[src/hdl/ssplit_pkg.sv]
`timescale 1ns / 1ps

package ssplit_pkg;

    localparam int MaxSubfields  = 32;
    localparam int MaxFieldBytes = 65535;
    localparam int IqDepthDef    = 4;
    localparam int RqDepthDef    = 4;

    localparam int CfgIdxW = 1;
    localparam logic [CfgIdxW-1:0] CfgSpaceSep   = 1'd0;
    localparam logic [CfgIdxW-1:0] CfgDigitSplit = 1'd1;

    localparam logic [7:0] ChColon = 8'h3A;
    localparam logic [7:0] ChSemi  = 8'h3B;
    localparam logic [7:0] ChSlash = 8'h2F;
    localparam logic [7:0] ChPipe  = 8'h7C;
    localparam logic [7:0] ChDot   = 8'h2E;
    localparam logic [7:0] ChUnder = 8'h5F;
    localparam logic [7:0] ChHash  = 8'h23;
    localparam logic [7:0] ChSpace = 8'h20;
    localparam logic [7:0] ChTab   = 8'h09;
    localparam logic [7:0] ChSoh   = 8'h01;
    localparam logic [7:0] ChZero  = 8'h30;
    localparam logic [7:0] ChNine  = 8'h39;
    localparam logic [7:0] ChNone  = 8'h00;

    typedef struct packed {
        logic [7:0] char_byte;
        logic       end_of_field;
        logic       is_num;
        logic       is_sep;
        logic       is_space;
        logic       digit_split;
    } t_cls;

    typedef struct packed {
        logic [5:0]  item_index;
        logic [15:0] item_start;
        logic [15:0] item_length;
        logic [7:0]  separator;
        logic        double_space;
        logic        is_integer;
        logic [62:0] int_value;
        logic [15:0] lead_zeros;
        logic        last_item;
    } t_result;

    typedef struct packed {
        logic first_valid;
        logic second_valid;
    } t_rq_wr;

endpackage

[src/hdl/ssplit_front.sv]
`timescale 1ns / 1ps

module ssplit_front #(
    parameter int DEPTH = ssplit_pkg::IqDepthDef
) (
    input  logic                             i_clk,
    input  logic                             i_rst_n,
    input  logic                             i_push,
    output logic                             o_full,
    input  logic [7:0]                       i_char_byte,
    input  logic                             i_end_of_field,
    input  logic                             i_cfg_we,
    input  logic [ssplit_pkg::CfgIdxW-1:0]   i_cfg_idx,
    input  logic                             i_cfg_data,
    output ssplit_pkg::t_cls                 o_cls,
    output logic                             o_cls_valid,
    input  logic                             i_cls_take
);
    import ssplit_pkg::*;

    localparam int PtrW = (DEPTH > 1) ? $clog2(DEPTH) : 1;
    localparam int CntW = $clog2(DEPTH + 1);

    t_cls            r_q [DEPTH];
    logic [PtrW-1:0] r_wr, r_rd, n_wr, n_rd;
    logic [CntW-1:0] r_cnt, n_cnt;
    logic            r_space_sep, r_digit_split;
    t_cls            w_entry;
    logic            w_push, w_pop;

    always_comb begin
        w_entry.char_byte    = i_char_byte;
        w_entry.end_of_field = i_end_of_field;
        w_entry.is_num       = i_char_byte inside {[ChZero:ChNine]};
        w_entry.is_sep       = (i_char_byte inside {ChColon, ChSemi, ChSlash, ChPipe,
                                                    ChDot, ChUnder, ChHash})
                               || (r_space_sep && (i_char_byte inside {ChSpace, ChTab, ChSoh}));
        w_entry.is_space     = (i_char_byte == ChSpace);
        w_entry.digit_split  = r_digit_split;
    end

    assign o_full      = (r_cnt == CntW'(DEPTH));
    assign o_cls_valid = (r_cnt != '0);
    assign o_cls       = r_q[r_rd];
    assign w_push      = i_push && !o_full;
    assign w_pop       = i_cls_take && o_cls_valid;

    always_comb begin
        n_wr  = r_wr;
        n_rd  = r_rd;
        n_cnt = r_cnt;
        if (w_push) begin
            n_wr = (r_wr == PtrW'(DEPTH - 1)) ? '0 : r_wr + 1'b1;
        end
        if (w_pop) begin
            n_rd = (r_rd == PtrW'(DEPTH - 1)) ? '0 : r_rd + 1'b1;
        end
        if (w_push && !w_pop) begin
            n_cnt = r_cnt + 1'b1;
        end else if (!w_push && w_pop) begin
            n_cnt = r_cnt - 1'b1;
        end
    end

    always_ff @(posedge i_clk) begin
        if (!i_rst_n) begin
            r_wr          <= '0;
            r_rd          <= '0;
            r_cnt         <= '0;
            r_space_sep   <= 1'b1;
            r_digit_split <= 1'b0;
        end else begin
            r_wr  <= n_wr;
            r_rd  <= n_rd;
            r_cnt <= n_cnt;
            if (i_cfg_we) begin
                case (i_cfg_idx)
                    CfgSpaceSep:   r_space_sep   <= i_cfg_data;
                    CfgDigitSplit: r_digit_split <= i_cfg_data;
                    default: ;
                endcase
            end
        end
    end

    always_ff @(posedge i_clk) begin
        if (w_push) begin
            r_q[r_wr] <= w_entry;
        end
    end

endmodule

[src/hdl/ssplit_back.sv]
`timescale 1ns / 1ps

module ssplit_back (
    input  logic                 i_clk,
    input  logic                 i_rst_n,
    input  ssplit_pkg::t_cls     i_cls,
    input  logic                 i_cls_valid,
    output logic                 o_cls_take,
    input  logic                 i_rq_room,
    output ssplit_pkg::t_rq_wr   o_wr,
    output ssplit_pkg::t_result  o_res0,
    output ssplit_pkg::t_result  o_res1
);
    import ssplit_pkg::*;

    typedef struct packed {
        logic [15:0] begin_pos;
        logic [15:0] bytes;
        logic        starts_digit;
        logic        all_digits;
        logic        overflow;
        logic [62:0] acc;
        logic [15:0] zero_run;
        logic        zero_open;
    } t_item;

    logic [15:0] r_pos, n_pos;
    logic [5:0]  r_idx, n_idx;
    logic        r_fim, n_fim;
    logic        r_sp, n_sp;
    logic        r_as, n_as;
    t_item       r_item, n_item;

    function automatic logic [15:0] sat_inc(input logic [15:0] v);
        return (v < 16'(MaxFieldBytes)) ? v + 16'd1 : 16'(MaxFieldBytes);
    endfunction

    function automatic t_item add_byte(input t_item it, input logic fresh,
                                       input t_cls cl, input logic [15:0] pos);
        t_item       o;
        logic [66:0] sum;
        o = it;
        if (fresh) begin
            o.begin_pos    = pos;
            o.bytes        = '0;
            o.starts_digit = cl.is_num;
            o.all_digits   = 1'b1;
            o.overflow     = 1'b0;
            o.acc          = '0;
            o.zero_run     = '0;
            o.zero_open    = 1'b1;
        end
        o.bytes = sat_inc(o.bytes);
        sum = ({4'b0, o.acc} << 3) + ({4'b0, o.acc} << 1)
              + {63'b0, cl.char_byte[3:0]};
        if (!cl.is_num) begin
            o.all_digits = 1'b0;
        end else if (!o.overflow) begin
            if (sum[66:63] != 4'b0) begin
                o.overflow = 1'b1;
            end else begin
                o.acc = sum[62:0];
            end
        end
        if (o.zero_open && (cl.char_byte == ChZero)) begin
            o.zero_run = sat_inc(o.zero_run);
        end else begin
            o.zero_open = 1'b0;
        end
        return o;
    endfunction

    function automatic t_result make_result(input t_item it, input logic [5:0] idx,
                                            input logic [7:0] sep, input logic dbl,
                                            input logic last);
        t_result     o;
        logic        is_int;
        logic [15:0] lim;
        is_int          = it.starts_digit && it.all_digits && !it.overflow;
        lim             = it.bytes - 16'd1;
        o.item_index    = idx;
        o.item_start    = it.begin_pos;
        o.item_length   = it.bytes;
        o.separator     = sep;
        o.double_space  = dbl;
        o.is_integer    = is_int;
        o.int_value     = is_int ? it.acc : '0;
        o.lead_zeros    = !is_int ? '0 : ((it.zero_run > lim) ? lim : it.zero_run);
        o.last_item     = last;
        return o;
    endfunction

    function automatic logic hits_final(input logic [5:0] idx);
        return 7'(idx) >= 7'(MaxSubfields - 1);
    endfunction

    always_comb begin
        logic        a_v, a_dbl, a_last, b_v, finish;
        logic [7:0]  a_sep;
        logic        as_w, fim_w;
        logic [5:0]  idx_w;
        t_item       item_w;
        t_result     res_a, res_b;

        o_cls_take = i_cls_valid && i_rq_room;

        a_v    = 1'b0;
        a_sep  = ChNone;
        a_dbl  = 1'b0;
        a_last = 1'b0;
        b_v    = 1'b0;
        finish = 1'b0;
        as_w   = r_as;
        fim_w  = r_fim;
        idx_w  = r_idx;
        n_sp   = r_sp;

        if (r_sp) begin
            n_sp   = 1'b0;
            a_v    = 1'b1;
            a_sep  = ChSpace;
            a_dbl  = i_cls.is_space;
            a_last = i_cls.is_space && i_cls.end_of_field;
            finish = i_cls.is_space;
            idx_w  = r_idx + 6'd1;
            fim_w  = r_fim || hits_final(idx_w);
            as_w   = 1'b1;
        end

        if (!finish && !as_w && !fim_w) begin
            if (i_cls.is_sep) begin
                finish = 1'b1;
                if (i_cls.is_space && !i_cls.end_of_field) begin
                    n_sp = 1'b1;
                end else begin
                    a_v    = 1'b1;
                    a_sep  = i_cls.char_byte;
                    a_last = i_cls.end_of_field;
                    idx_w  = r_idx + 6'd1;
                    fim_w  = r_fim || hits_final(idx_w);
                    as_w   = 1'b1;
                end
            end else if (i_cls.digit_split
                         && (i_cls.is_num != r_item.starts_digit)) begin
                a_v   = 1'b1;
                idx_w = r_idx + 6'd1;
                fim_w = r_fim || hits_final(idx_w);
                as_w  = 1'b1;
            end
        end

        item_w = add_byte(r_item, as_w, i_cls, r_pos);
        res_a  = make_result(r_item, r_idx, a_sep, a_dbl, a_last);
        res_b  = make_result(item_w, idx_w, ChNone, 1'b0, 1'b1);

        n_item = r_item;
        n_idx  = idx_w;
        n_fim  = fim_w;
        n_as   = as_w;
        n_pos  = (r_pos < 16'(MaxFieldBytes)) ? r_pos + 16'd1 : r_pos;
        if (!finish) begin
            n_item = item_w;
            n_as   = 1'b0;
            b_v    = i_cls.end_of_field;
        end
        if (i_cls.end_of_field) begin
            n_pos = '0;
            n_idx = '0;
            n_fim = 1'b0;
            n_sp  = 1'b0;
            n_as  = 1'b1;
        end

        o_wr.first_valid  = o_cls_take && (a_v || b_v);
        o_wr.second_valid = o_cls_take && a_v && b_v;
        o_res0            = a_v ? res_a : res_b;
        o_res1            = res_b;
    end

    always_ff @(posedge i_clk) begin
        if (!i_rst_n) begin
            r_pos <= '0;
            r_idx <= '0;
            r_fim <= 1'b0;
            r_sp  <= 1'b0;
            r_as  <= 1'b1;
        end else if (o_cls_take) begin
            r_pos <= n_pos;
            r_idx <= n_idx;
            r_fim <= n_fim;
            r_sp  <= n_sp;
            r_as  <= n_as;
        end
    end

    always_ff @(posedge i_clk) begin
        if (o_cls_take) begin
            r_item <= n_item;
        end
    end

endmodule

[src/hdl/ssplit_rq.sv]
`timescale 1ns / 1ps

module ssplit_rq #(
    parameter int DEPTH = ssplit_pkg::RqDepthDef
) (
    input  logic                 i_clk,
    input  logic                 i_rst_n,
    input  ssplit_pkg::t_rq_wr   i_wr,
    input  ssplit_pkg::t_result  i_res0,
    input  ssplit_pkg::t_result  i_res1,
    output logic                 o_room,
    output ssplit_pkg::t_result  o_head,
    output logic                 o_empty,
    input  logic                 i_pop
);
    import ssplit_pkg::*;

    localparam int PtrW = (DEPTH > 1) ? $clog2(DEPTH) : 1;
    localparam int CntW = $clog2(DEPTH + 1);

    t_result         r_q [DEPTH];
    logic [PtrW-1:0] r_wr, r_rd, n_wr, n_rd, w_wr1;
    logic [CntW-1:0] r_cnt, n_cnt;
    logic            w_pop;

    assign o_empty = (r_cnt == '0);
    assign o_room  = (r_cnt <= CntW'(DEPTH - 2));
    assign o_head  = r_q[r_rd];
    assign w_pop   = i_pop && !o_empty;
    assign w_wr1   = (r_wr == PtrW'(DEPTH - 1)) ? '0 : r_wr + 1'b1;

    always_comb begin
        n_wr = r_wr;
        if (i_wr.second_valid) begin
            n_wr = (w_wr1 == PtrW'(DEPTH - 1)) ? '0 : w_wr1 + 1'b1;
        end else if (i_wr.first_valid) begin
            n_wr = w_wr1;
        end
        n_rd = r_rd;
        if (w_pop) begin
            n_rd = (r_rd == PtrW'(DEPTH - 1)) ? '0 : r_rd + 1'b1;
        end
        n_cnt = r_cnt + CntW'(i_wr.first_valid) + CntW'(i_wr.second_valid)
                - CntW'(w_pop);
    end

    always_ff @(posedge i_clk) begin
        if (!i_rst_n) begin
            r_wr  <= '0;
            r_rd  <= '0;
            r_cnt <= '0;
        end else begin
            r_wr  <= n_wr;
            r_rd  <= n_rd;
            r_cnt <= n_cnt;
        end
    end

    always_ff @(posedge i_clk) begin
        if (i_wr.first_valid) begin
            r_q[r_wr] <= i_res0;
        end
        if (i_wr.second_valid) begin
            r_q[w_wr1] <= i_res1;
        end
    end

endmodule

[src/hdl/subfield_splitter_core.sv]
`timescale 1ns / 1ps

// Splits a byte-serial text field into subfields at separator bytes and, when enabled, at
// digit/non-digit changes, reporting position, length, separator and decimal value of each.
// One byte is accepted per cycle while the input queue is not full: a classified byte waits
// in a small input queue, the split engine handles one byte per cycle and writes up to two
// transactions into the result queue, and results leave at one per cycle while any wait. A
// result passes the registered input and result queues before it reaches the outputs, while
// a result closed by a space waits for the next byte; the engine pauses only while the input
// queue is empty or the result queue has fewer than two free entries. A register write takes
// effect from the next byte accepted and belongs between fields, with nothing in flight.
module subfield_splitter_core #(
    parameter int IQ_DEPTH = ssplit_pkg::IqDepthDef,
    parameter int RQ_DEPTH = ssplit_pkg::RqDepthDef
) (
    input  logic                           i_clk,
    input  logic                           i_rst_n,
    input  logic                           push,
    output logic                           full,
    input  logic [7:0]                     i_char_byte,
    input  logic                           i_end_of_field,
    input  logic                           i_cfg_we,
    input  logic [ssplit_pkg::CfgIdxW-1:0] i_cfg_idx,
    input  logic                           i_cfg_data,
    output logic                           empty,
    input  logic                           pop,
    output logic [5:0]                     o_item_index,
    output logic [15:0]                    o_item_start,
    output logic [15:0]                    o_item_length,
    output logic [7:0]                     o_separator,
    output logic                           o_double_space,
    output logic                           o_is_integer,
    output logic [62:0]                    o_int_value,
    output logic [15:0]                    o_lead_zeros,
    output logic                           o_last_item
);
    import ssplit_pkg::*;

    t_cls    w_cls;
    logic    w_cls_valid, w_cls_take, w_room;
    t_rq_wr  w_wr;
    t_result w_res0, w_res1, w_head;

    ssplit_front #(.DEPTH(IQ_DEPTH)) u_front (
        .i_clk          (i_clk),
        .i_rst_n        (i_rst_n),
        .i_push         (push),
        .o_full         (full),
        .i_char_byte    (i_char_byte),
        .i_end_of_field (i_end_of_field),
        .i_cfg_we       (i_cfg_we),
        .i_cfg_idx      (i_cfg_idx),
        .i_cfg_data     (i_cfg_data),
        .o_cls          (w_cls),
        .o_cls_valid    (w_cls_valid),
        .i_cls_take     (w_cls_take)
    );

    ssplit_back u_back (
        .i_clk       (i_clk),
        .i_rst_n     (i_rst_n),
        .i_cls       (w_cls),
        .i_cls_valid (w_cls_valid),
        .o_cls_take  (w_cls_take),
        .i_rq_room   (w_room),
        .o_wr        (w_wr),
        .o_res0      (w_res0),
        .o_res1      (w_res1)
    );

    ssplit_rq #(.DEPTH(RQ_DEPTH)) u_rq (
        .i_clk   (i_clk),
        .i_rst_n (i_rst_n),
        .i_wr    (w_wr),
        .i_res0  (w_res0),
        .i_res1  (w_res1),
        .o_room  (w_room),
        .o_head  (w_head),
        .o_empty (empty),
        .i_pop   (pop)
    );

    assign o_item_index    = w_head.item_index;
    assign o_item_start    = w_head.item_start;
    assign o_item_length   = w_head.item_length;
    assign o_separator     = w_head.separator;
    assign o_double_space  = w_head.double_space;
    assign o_is_integer    = w_head.is_integer;
    assign o_int_value     = w_head.int_value;
    assign o_lead_zeros    = w_head.lead_zeros;
    assign o_last_item     = w_head.last_item;

endmodule
[config.mk]
export PLATFORM = sky130hd
export DESIGN_NAME = subfield_splitter_core
export DESIGN_NICKNAME = d
export VERILOG_FILES = /design/src/hdl/ssplit_pkg.sv /design/src/hdl/ssplit_front.sv /design/src/hdl/ssplit_back.sv /design/src/hdl/ssplit_rq.sv /design/src/hdl/subfield_splitter_core.sv
export SDC_FILE = /design/constraint.sdc
export NUM_CORES = 1
export LEC_CHECK = 0
export ABC_AREA = 0
export ABC_CLOCK_PERIOD_IN_PS = 10300
export BUFFER_PORTS_ARGS = -buffer_cell sky130_fd_sc_hd__clkbuf_2
export CORE_AREA = 2 2 423 257
export CTS_BUF_LIST = sky130_fd_sc_hd__clkbuf_4 sky130_fd_sc_hd__clkbuf_8
export DETAILED_ROUTE_END_ITERATION = 10
export DIE_AREA = 0 0 425 259
export HOLD_SLACK_MARGIN = 0.02
export PLACE_DENSITY = 0.6
export SYNTH_ARGS = -nofsm -noshare
export SYNTH_HDL_FRONTEND = slang
export SYNTH_SLANG_ARGS = --single-unit
[constraint.sdc]
create_clock -name i_clk -period 10.3 [get_ports i_clk]
set_clock_uncertainty 0.05 [all_clocks]
set_input_delay 1.03 -clock i_clk [delete_from_list [all_inputs] [get_ports i_clk]]
set_output_delay 1.03 -clock i_clk [all_outputs]
set_load 0.01 [all_outputs]
Word-level counts from Yosys, hierarchy flattened
Memories as Yosys holds them, arrays and structs flattened. A register that Yosys moved wholly into a read port is not among the register bits.
Index checks and enable logic that the tools add are counted.
{"block": "classes", "add_sub_neg": 18, "magnitude_cmp": 9, "n_eq_ne": 18, "muxes": 77, "bitwise_logic": 2, "n_reduce_logical": 46}
{"operator": "63-bit two-way mux", "count": 3}
{"operator": "16-bit two-way mux", "count": 9}
{"operator": "128-bit two-way mux", "count": 1}
{"operator": "64-bit two-way mux", "count": 2}
{"operator": "115-bit two-way mux", "count": 1}
{"operator": "66-bit by 64-bit adder with 67-bit output", "count": 1}
{"operator": "67-bit by 4-bit adder with 67-bit output", "count": 1}
{"operator": "8-bit by 6-bit equality test with 1-bit output, second input constant", "count": 7}
{"operator": "16-bit by 1-bit adder with 16-bit output, second input constant", "count": 3}
{"operator": "16-bit < comparator, second input constant", "count": 3}
{"operator": "6-bit two-way mux", "count": 7}
{"operator": "1-bit two-way mux", "count": 38}
{"operator": "16-bit greater-than comparator", "count": 2}
{"operator": "16-bit by 1-bit subtractor with 16-bit output, second input constant", "count": 2}
{"operator": "8-bit two-way mux", "count": 3}
{"operator": "2-bit two-way mux", "count": 11}
{"operator": "1-bit logical AND", "count": 21}
{"operator": "8-bit by 7-bit equality test with 1-bit output, second input constant", "count": 2}
{"operator": "2-bit by 1-bit adder with 2-bit output, second input constant", "count": 5}
{"operator": "2-bit equality test, second input constant", "count": 5}
{"operator": "1-bit zero test", "count": 10}
{"operator": "8-bit by 1-bit equality test with 1-bit output, second input constant", "count": 1}
{"operator": "8-bit by 4-bit equality test with 1-bit output, second input constant", "count": 1}
{"operator": "8-bit by 6-bit greater-or-equal comparator with 1-bit output, second input constant", "count": 1}
{"operator": "19 further kinds", "count": 30}
{"block": "word_totals", "reg_bits": 156, "ram_bits": 564, "inputBits": 16, "out_inout_bits": 130, "wordCells": 193, "mem_count": 2}
{"memory": "u_rq.r_q", "words": 4, "word_bits": 128, "rd": 1, "rd_ports_with_merged_regs": 1, "wr": 2, "line_no": "ssplit_rq.sv:21", "rtl": "t_result r_q [DEPTH];"}
{"memory": "u_front.r_q", "words": 4, "word_bits": 13, "rd": 1, "rd_ports_with_merged_regs": 1, "wr": 1, "line_no": "ssplit_front.sv:24", "rtl": "t_cls r_q [DEPTH];"}

Depth between registers and ports, before layout
Gate-level depths: netlist of run 1.
{"block": "logic_depth", "word_depth": 18, "ltp_mapped": 34, "mapped_depth_nobuf": 28}

Cells and area by module
From an unflattened synthesis of run 1, not the netlist that was laid out.
{"block": "hier_totals", "cells_unflattened": 3433, "area_unflattened_um2": 43488.0}
{"module": "ssplit_rq", "n_inst": 1, "cells_per_inst": 1300, "area_per_inst_um2": 25448.2, "seq_area_each_um2": 15554.9}
{"module": "ssplit_back", "n_inst": 1, "cells_per_inst": 1990, "area_per_inst_um2": 15479.8, "seq_area_each_um2": 3953.8}
{"module": "ssplit_front", "n_inst": 1, "cells_per_inst": 143, "area_per_inst_um2": 2560.0, "seq_area_each_um2": 1781.7}

Worst setup path before layout of run 1
Ideal clock, no wire load.
{"block": "synth_timing", "path_kind": "register to register", "startpoint": "reg with a tool-made name", "endpoint": "mem u_rq.r_q[0][3] (netlist bit), data pin", "setup_ps": 276, "t_arrival_ps": 6781, "required_time_ps": 9974, "slack_ps": 3193, "path_stages_with_launch": 31, "path_buffers": 6, "period_less_slack_ps": 7107, "path_cell_list": "dfxtp_1 -> mux4_2 -> nand2b_1 -> buf_2 -> nand2_2 -> a21o_2 -> nand2_1 -> buf_2 -> clkbuf_1 -> clkbuf_1 -> nor2_1 -> ha_1 -> nand4_1 -> nor2_1 -> and4_1 -> clkbuf_1 -> a21oi_1 -> ha_1 -> o211ai_1 -> or2_2 -> or3_1 -> xnor2_1 -> inv_1 -> ha_1 -> and4_1 -> nand3_1 -> o31ai_1 -> inv_1 -> clkbuf_1 -> o21ai_0 -> o22ai_1"}
{"element": "end: declaration", "line_no": "ssplit_rq.sv:21"}

==> impl_results.md, run 1 <==
- Run status: finished, final reports clean
- Largest stage delay, worst path: 900 ps
- Synth-to-Final Area Change: 10.9%
- Peak VDD IR: between 200 and 250 uV
- R2R cell count: 28
- Worst Path Max Fanout: 19
- Hold EP: u_rq.r_q[2][86]
- Io pins: between 100 and 150
- Routability cong.: 0.980
- Final wirelength: 127 mm
- Mapped Area: 40000 um2
- Final setup TNS: 0 ps
- Share of the synthesized area in the top cell type: a little under half
- HP Start: u_rq.r_q[2][86]
- Chip width: roughly 430 um
- Layout cell share with drive strength beyond 1: 15.1%
- Drt via density: a little under 6
- CTS Sinks: 724
- Startpoint class of the critical path: register
- Type of the worst setup path: reg2reg
- Synth area leaders: edfxtp_1, mux4_2, ha_1, nand2_1, dfxtp_1
- Post-CTS Setup Bufs: 0
- Min Tclk post-route: 8920 ps
- RSZ-0062 raised after global routing: false
- R2r setup slk: ~1400 ps
- Hold path depth: 2
- Syn_nets: 3857
- Setup-failing EPs final: 0
- Die Span Y: 259 um
- Yosys cell types: 83
- Grt total ovfl: 0
- Uppermost layer routed: met5
- Complex-gate fraction of the synthesized area: ~14%
- Hold buffers post-CTS: 0
- Critical Path RT: 10780 ps
- Largest net degree at the start of global routing: 106
- Pwr per Cell Area: 274 nW/um2
- Crit-path leading delay family: simple AND/OR/NAND/NOR gates
- Async set-reset flop share out of synthesis: 0%
- Yosys reg bits: 724
- CP bufs+invs: 4
- GRT Util Overall: 22.6%
- Avg Cell Area, Syn: 10.9 um2
- CTS resizes: 0
- Vias in the first global route: 29657
- Layout Cells excl Fill: 5246
- CTS Buffer Depth: 3
- Synth warn: 0
- Initial Util: 37.6%
- Peak Freq: 112 MHz
- Worst R2R End: u_rq.r_q[1][10]
- CP endpoint kind: register
- Num rows: 93
- Post-Synth XOR/XNOR Area: 2.63%
- Max transition margin: between 15 and 20%
- Dominant synthesized flop cell: edfxtp_1
- DR WL/cell: 24.2 um
- Final number of hold-violating endpoints: 0
- Vias: 31028
- Simple-Gate Fraction of Synth Area: 13.4%
- Die Area: 110000 um2
- Leak: approximately 15 nW
- Clock slew at the register clock pins of the worst setup and hold paths: roughly 60 ps
- Initial antenna violation count: 1
- Post-DP HPWL: 83.8 mm
- CP arrival: 9400 ps
- Mux contribution to synthesized area: 8.78%
- DR WL met2: 51.3 mm
- First-pass GRT wire length: 190 mm
- NumNets Final: a little under 4000
- CTS H-Tree Depth: 3
- Sequential-to-total area share from yosys stat: 52.2%
- Final period util: a little under 90%
- Slew Viols, Final: 0
- 1st-pass router iterations: 6
- Skew-Pair Late Insertion Delay: 840 ps
- CTS tree: built
- Post-Synth Adder-Cell Area: 5.81%
- CTS root buffer: clkbuf_8
- Hold Crit Class: reg2reg
- Initial drt markers: 4077
- Met3 routed WL: 12.9 mm
- Cells after synthesis: 3658
- Drt drc: 0
- CORE AREA: 106000 um2
- Slowest-stage cell, CP: dfxtp_1
- Placed cells: 5037
- M1 wire length: a little under 60 mm
- Worst path depth: 28
- Largest family of logic cells by synthesized area: compound AO/OA/AOI/OAI gates
- Total CTS buffers: around 110
- Post-route ant nets: 0
- # port buffers: 145
- Slew @ Worst Pin: 1260 ps
- Post-synth EDFFs: 639
- Cell taking the most area after synthesis: edfxtp_1
- Maxcap violations: 0
- Filler Cell Count: 10112
==> state kept, by name, summed over array words and instances, names as in the netlist, 2 cells and up, named ones only <==
signal         flops
u_back.r_item    115
u_rq.r_q         512
u_front.r_cnt      3
u_rq.r_wr          2
u_front.r_rd       2
u_front.r_q       52
u_back.r_idx       6
u_back.r_pos      16
u_rq.r_cnt         3
u_front.r_wr       2
u_rq.r_rd          2
==> cell type report <==
cell class	count	area, um2	area share, %
timing repair buffer	200	1150	2.59
multi-input combinational	2589	17900	40.4
inverter	99	372	0.837
tap	1425	1780	4.02
antenna	1	2.50	0.00564
clock buffer	154	1890	4.27
clock inverter	54	368	0.828
sequential	724	20900	47.1
==> layout by cell type (no fill, tap or decap), types with 29 or more instances in the layout <==
master and count:
buf_4 54, mux4_2 139, edfxtp_1 639, nand3_1 67, clkbuf_4 36, nor2_1 217
nand4_1 42, and2_1 30, mux2i_1 34, nand2_1 582, o211ai_1 29, a21oi_1 187
xnor2_1 67, o21ai_0 333, a22oi_1 29, o22ai_1 142, a21o_1 34, ha_1 178
dfxtp_1 83, xor2_1 53, clkbuf_8 118, and3_1 88, inv_1 99, nor3_1 48
clkbuf_2 145
==> metal layers <==
layer	vias up	track usage, %
met5	-	0
li1	13895	-
met1	15339	35.1
met3	176	5.30
met2	1616	31.0
met4	2	6.17
==> cell usage after synthesis, types with 71 or more instances <==
library cell and count:
mux4_2 139, and3_1 88, dfxtp_1 85, ha_1 178, nand3_1 71, nor2_1 226
o22ai_1 142, a21oi_1 187, o21ai_0 333, inv_1 99, clkbuf_1 174, edfxtp_1 639
nand2_1 590
==> tightest hold or removal path, cell delays in order (launching register included) <==
cell,delay (ps)
dfxtp_1,310
nand2_1,50
a21oi_1,50
==> logic make-up after synthesis <==
family	count (synthesis)
adder cells (fa/ha/maj)	183
AO/OA/AOI/OAI	913
XOR/XNOR	120
multiplexers	177
buffers and inverters	345
AND/OR/NAND/NOR	1196
flip-flops	724
==> power by group <==
| group | internal, mW | switching [mW] |
|---|---|---|
| Combinational | 1.63 | 3.37 |
| Sequential | 4.08 | 0.564 |
| Clock | 1.29 | 1.22 |
| Total | 7.01 | 5.16 |
==> per-stage QoR <==
step	total power, mW	worst slack [ps]	instance area [um2]	util (%)	hold slack, ps
finish	12.2	1380	44400	41.7	405
global route	12.8	773	44400	41.7	378
CTS	12.1	1600	44400	41.7	332
detailed placement	9.62	1640	42100	39.6	397
global placement	9.57	1810	42100	39.6	392
floorplan	7.77	3190	40000	-	383
==> worst max-delay path by stage <==
stage                     slack, ps              end
final                          1380  u_rq.r_q[1][10]
after floorplan                3190   u_rq.r_q[0][3]
after global placement         1810  u_rq.r_q[1][10]
after global routing            770  u_rq.r_q[1][10]
after CTS                      1600  u_rq.r_q[1][10]
after detailed placement       1640  u_rq.r_q[3][10]
Power figures use the tool's default switching activity.
==> run 2: changes to the inputs <==
--- a/config.mk
+++ b/config.mk
@@ -8,12 +8,14 @@
 export ABC_AREA = 0
 export ABC_CLOCK_PERIOD_IN_PS = 10300
 export BUFFER_PORTS_ARGS = -buffer_cell sky130_fd_sc_hd__clkbuf_2
+export CELL_PAD_IN_SITES_DETAIL_PLACEMENT = 1
+export CELL_PAD_IN_SITES_GLOBAL_PLACEMENT = 2
 export CORE_AREA = 2 2 423 257
 export CTS_BUF_LIST = sky130_fd_sc_hd__clkbuf_4 sky130_fd_sc_hd__clkbuf_8
 export DETAILED_ROUTE_END_ITERATION = 10
 export DIE_AREA = 0 0 425 259
 export HOLD_SLACK_MARGIN = 0.02
-export PLACE_DENSITY = 0.6
+export PLACE_DENSITY = 0.8
 export SYNTH_ARGS = -nofsm -noshare
 export SYNTH_HDL_FRONTEND = slang
 export SYNTH_SLANG_ARGS = --single-unit
==> run 2 against run 1 <==
Setup slack got worse by 88 ps. Wire length grew 9.9%. Hold slack got worse by 3.8 ps. Highest routed layer is now met4.
==> impl_results.md, run 2 (synthesized netlist as in run 1, its figures left out) <==
- Run status: finished, final reports clean
- CTS resizes: 0 (unchanged)
- DR WL/cell: 26.5 um (+9.8%)
- Maxcap violations: 0 (unchanged)
- CTS H-Tree Depth: 3 (unchanged)
- Hold buffers post-CTS: 0 (unchanged)
- Drt via density: 5.96 (+0.81%)
- CTS Buffer Depth: 3 (unchanged)
- Skew-Pair Late Insertion Delay: 870 ps (+30 ps)
- Startpoint class of the critical path: register
- Setup-failing EPs final: 0 (unchanged)
- Initial drt markers: 3301 (-19%)
- Total CTS buffers: 115 (+3.6%)
- Post-CTS Setup Bufs: 0 (unchanged)
- Largest net degree at the start of global routing: 78 (-26%)
- Layout cell share with drive strength beyond 1: 15.4% (+0.27 points)
- Placed cell areas: 42200 um2 (+0.11%)
- Final wirelength: 139 mm (+9.9%)
- Synth-to-Final Area Change: 11.5%
- Vias: 31315 (+0.92%)
- Hold Crit Class: in2reg
- Slew @ Worst Pin: 1410 ps (+152 ps)
- CTS tree: built
- CP arrival: 9550 ps (+150 ps)
- RSZ-0062 raised after global routing: false
- CTS root buffer: clkbuf_8
- Final Cell Area: 44600 um2 (+0.49%)
- Initial Util: 37.6% (unchanged)
- Overall power: 12.5 mW (+3.2%)
- 1st-pass router iterations: 5 (-1)
- Top Registers: u_rq.r_q (512), u_back.r_item (115), u_front.r_q (52)
- CP endpoint kind: register
- Max FFs per register: 512 (unchanged)
- CORE AREA: 106000 um2 (unchanged)
- CTS Sinks: 724 (unchanged)
- Drt drc: 0 (unchanged)
- Hold slack final: 401 ps (-3.82 ps)
- Placed cells: 5035 (-0.040%)
- Max transition margin: 4.83% (-10 points)
- Leak: 15.6 nW (+0.64%)
- # port buffers: 145 (unchanged)
- Final setup TNS: 0 ps (unchanged)
- Slew Viols, Final: 0 (unchanged)
- Layout Cells excl Fill: 5252 (+0.11%)
- Io pins: 146 (unchanged)
- Post-route ant nets: 0 (unchanged)
- Reg with most FFs: u_rq.r_q
- Commonest non-fill, non-tap cell in the layout: edfxtp_1
- Peak Freq: 111 MHz (-0.98%)
- NumNets Final: 3926 (+0.051%)
- Most frequent cells in the layout: edfxtp_1, nand2_1, o21ai_0
- Chip width: 425 um (unchanged)
- Pwr per Cell Area: 281 nW/um2 (+2.7%)
- Post-DP HPWL: 90.9 mm (+8.5%)
- Worst Path Max Fanout: 66 (+47)
- Type of the worst setup path: reg2reg
- Die Area: 110000 um2 (unchanged)
- Clock slew at the register clock pins of the worst setup and hold paths: 60 ps (about the same)
- First-pass GRT wire length: 210 mm (+11%)
- Num rows: 93 (unchanged)
- Vias in the first global route: 31752 (+7.1%)
- Die Span Y: 259 um (unchanged)
- Critical Path RT: 10850 ps (+70 ps)
- GRT Util Overall: 25.1% (+2.5 points)
- Routability cong.: 0.891 (-9.1%)
- Final number of hold-violating endpoints: 0 (unchanged)
- Peak VDD IR: 172 uV (-19%)
- Grt total ovfl: 0 (unchanged)
- Initial antenna violation count: 3 (+2)
- Min Tclk post-route: 9000 ps (+88.4 ps)
- Final period util: 87.4% (+0.86 points)
run 2: layout make-up:
cell class	count	area (um2)
diodes	3	7.51
multi-input cells	2589	18000
well taps	1425	1780
clock buffers	164	2010
fillers	11626	61700
flip-flops and latches	724	20900
inverters	99	372
clock inverters	50	413
repair buffers	198	1150
run 2: metal layers:
layer  vias up  share of wire (%)  track usage (%)
li1      13887                  -                -
met2      1243                 42             35.5
met1     16031                 48             39.3
met4         0                1.8             5.27
met5         -                  0                0
met3       154                8.1             5.04
run 2: critical path, cell delays in order, from the launching register on:
cell and delay [ps]:
dfxtp_1 890, mux4_2 730, nand2b_1 330, nand2_2 160, a21o_2 770, buf_4 450
and3_1 310, ha_1 260, ha_1 390, a21oi_1 260, o211ai_1 110, a21boi_0 420
o21ai_0 140, a21oi_1 560, o21ai_0 320, xor2_1 240, nor4_4 240, buf_4 280
and2_4 330, nand3_4 910, o21ai_0 570
run 2: stage by stage:
step                util (%)  setup WS [ps]
CTS                     41.9           1480
global route            42.0            839
global placement        39.7           1750
finish                  42.0           1300
detailed placement      39.7           1540
floorplan                  -           3190
run 2: final timing paths:
path                   startpoint                  end  slack [ps]  cells after the start
hold / removal         i_cfg_data  u_front.r_space_sep         400                      3
setup / recovery         register      u_rq.r_q[1][27]        1300                     20
hold reg to reg   u_rq.r_q[1][89]      u_rq.r_q[1][89]         410                      2
setup reg to reg         register      u_rq.r_q[1][27]        1300                     20
run 2: power breakdown:
group,leakage (nW),switching [mW],internal (mW)
combinational,7.99,3.56,1.64
clock,1.29,1.27,1.41
sequential,6.30,0.573,4.09
total,15.6,5.41,7.14
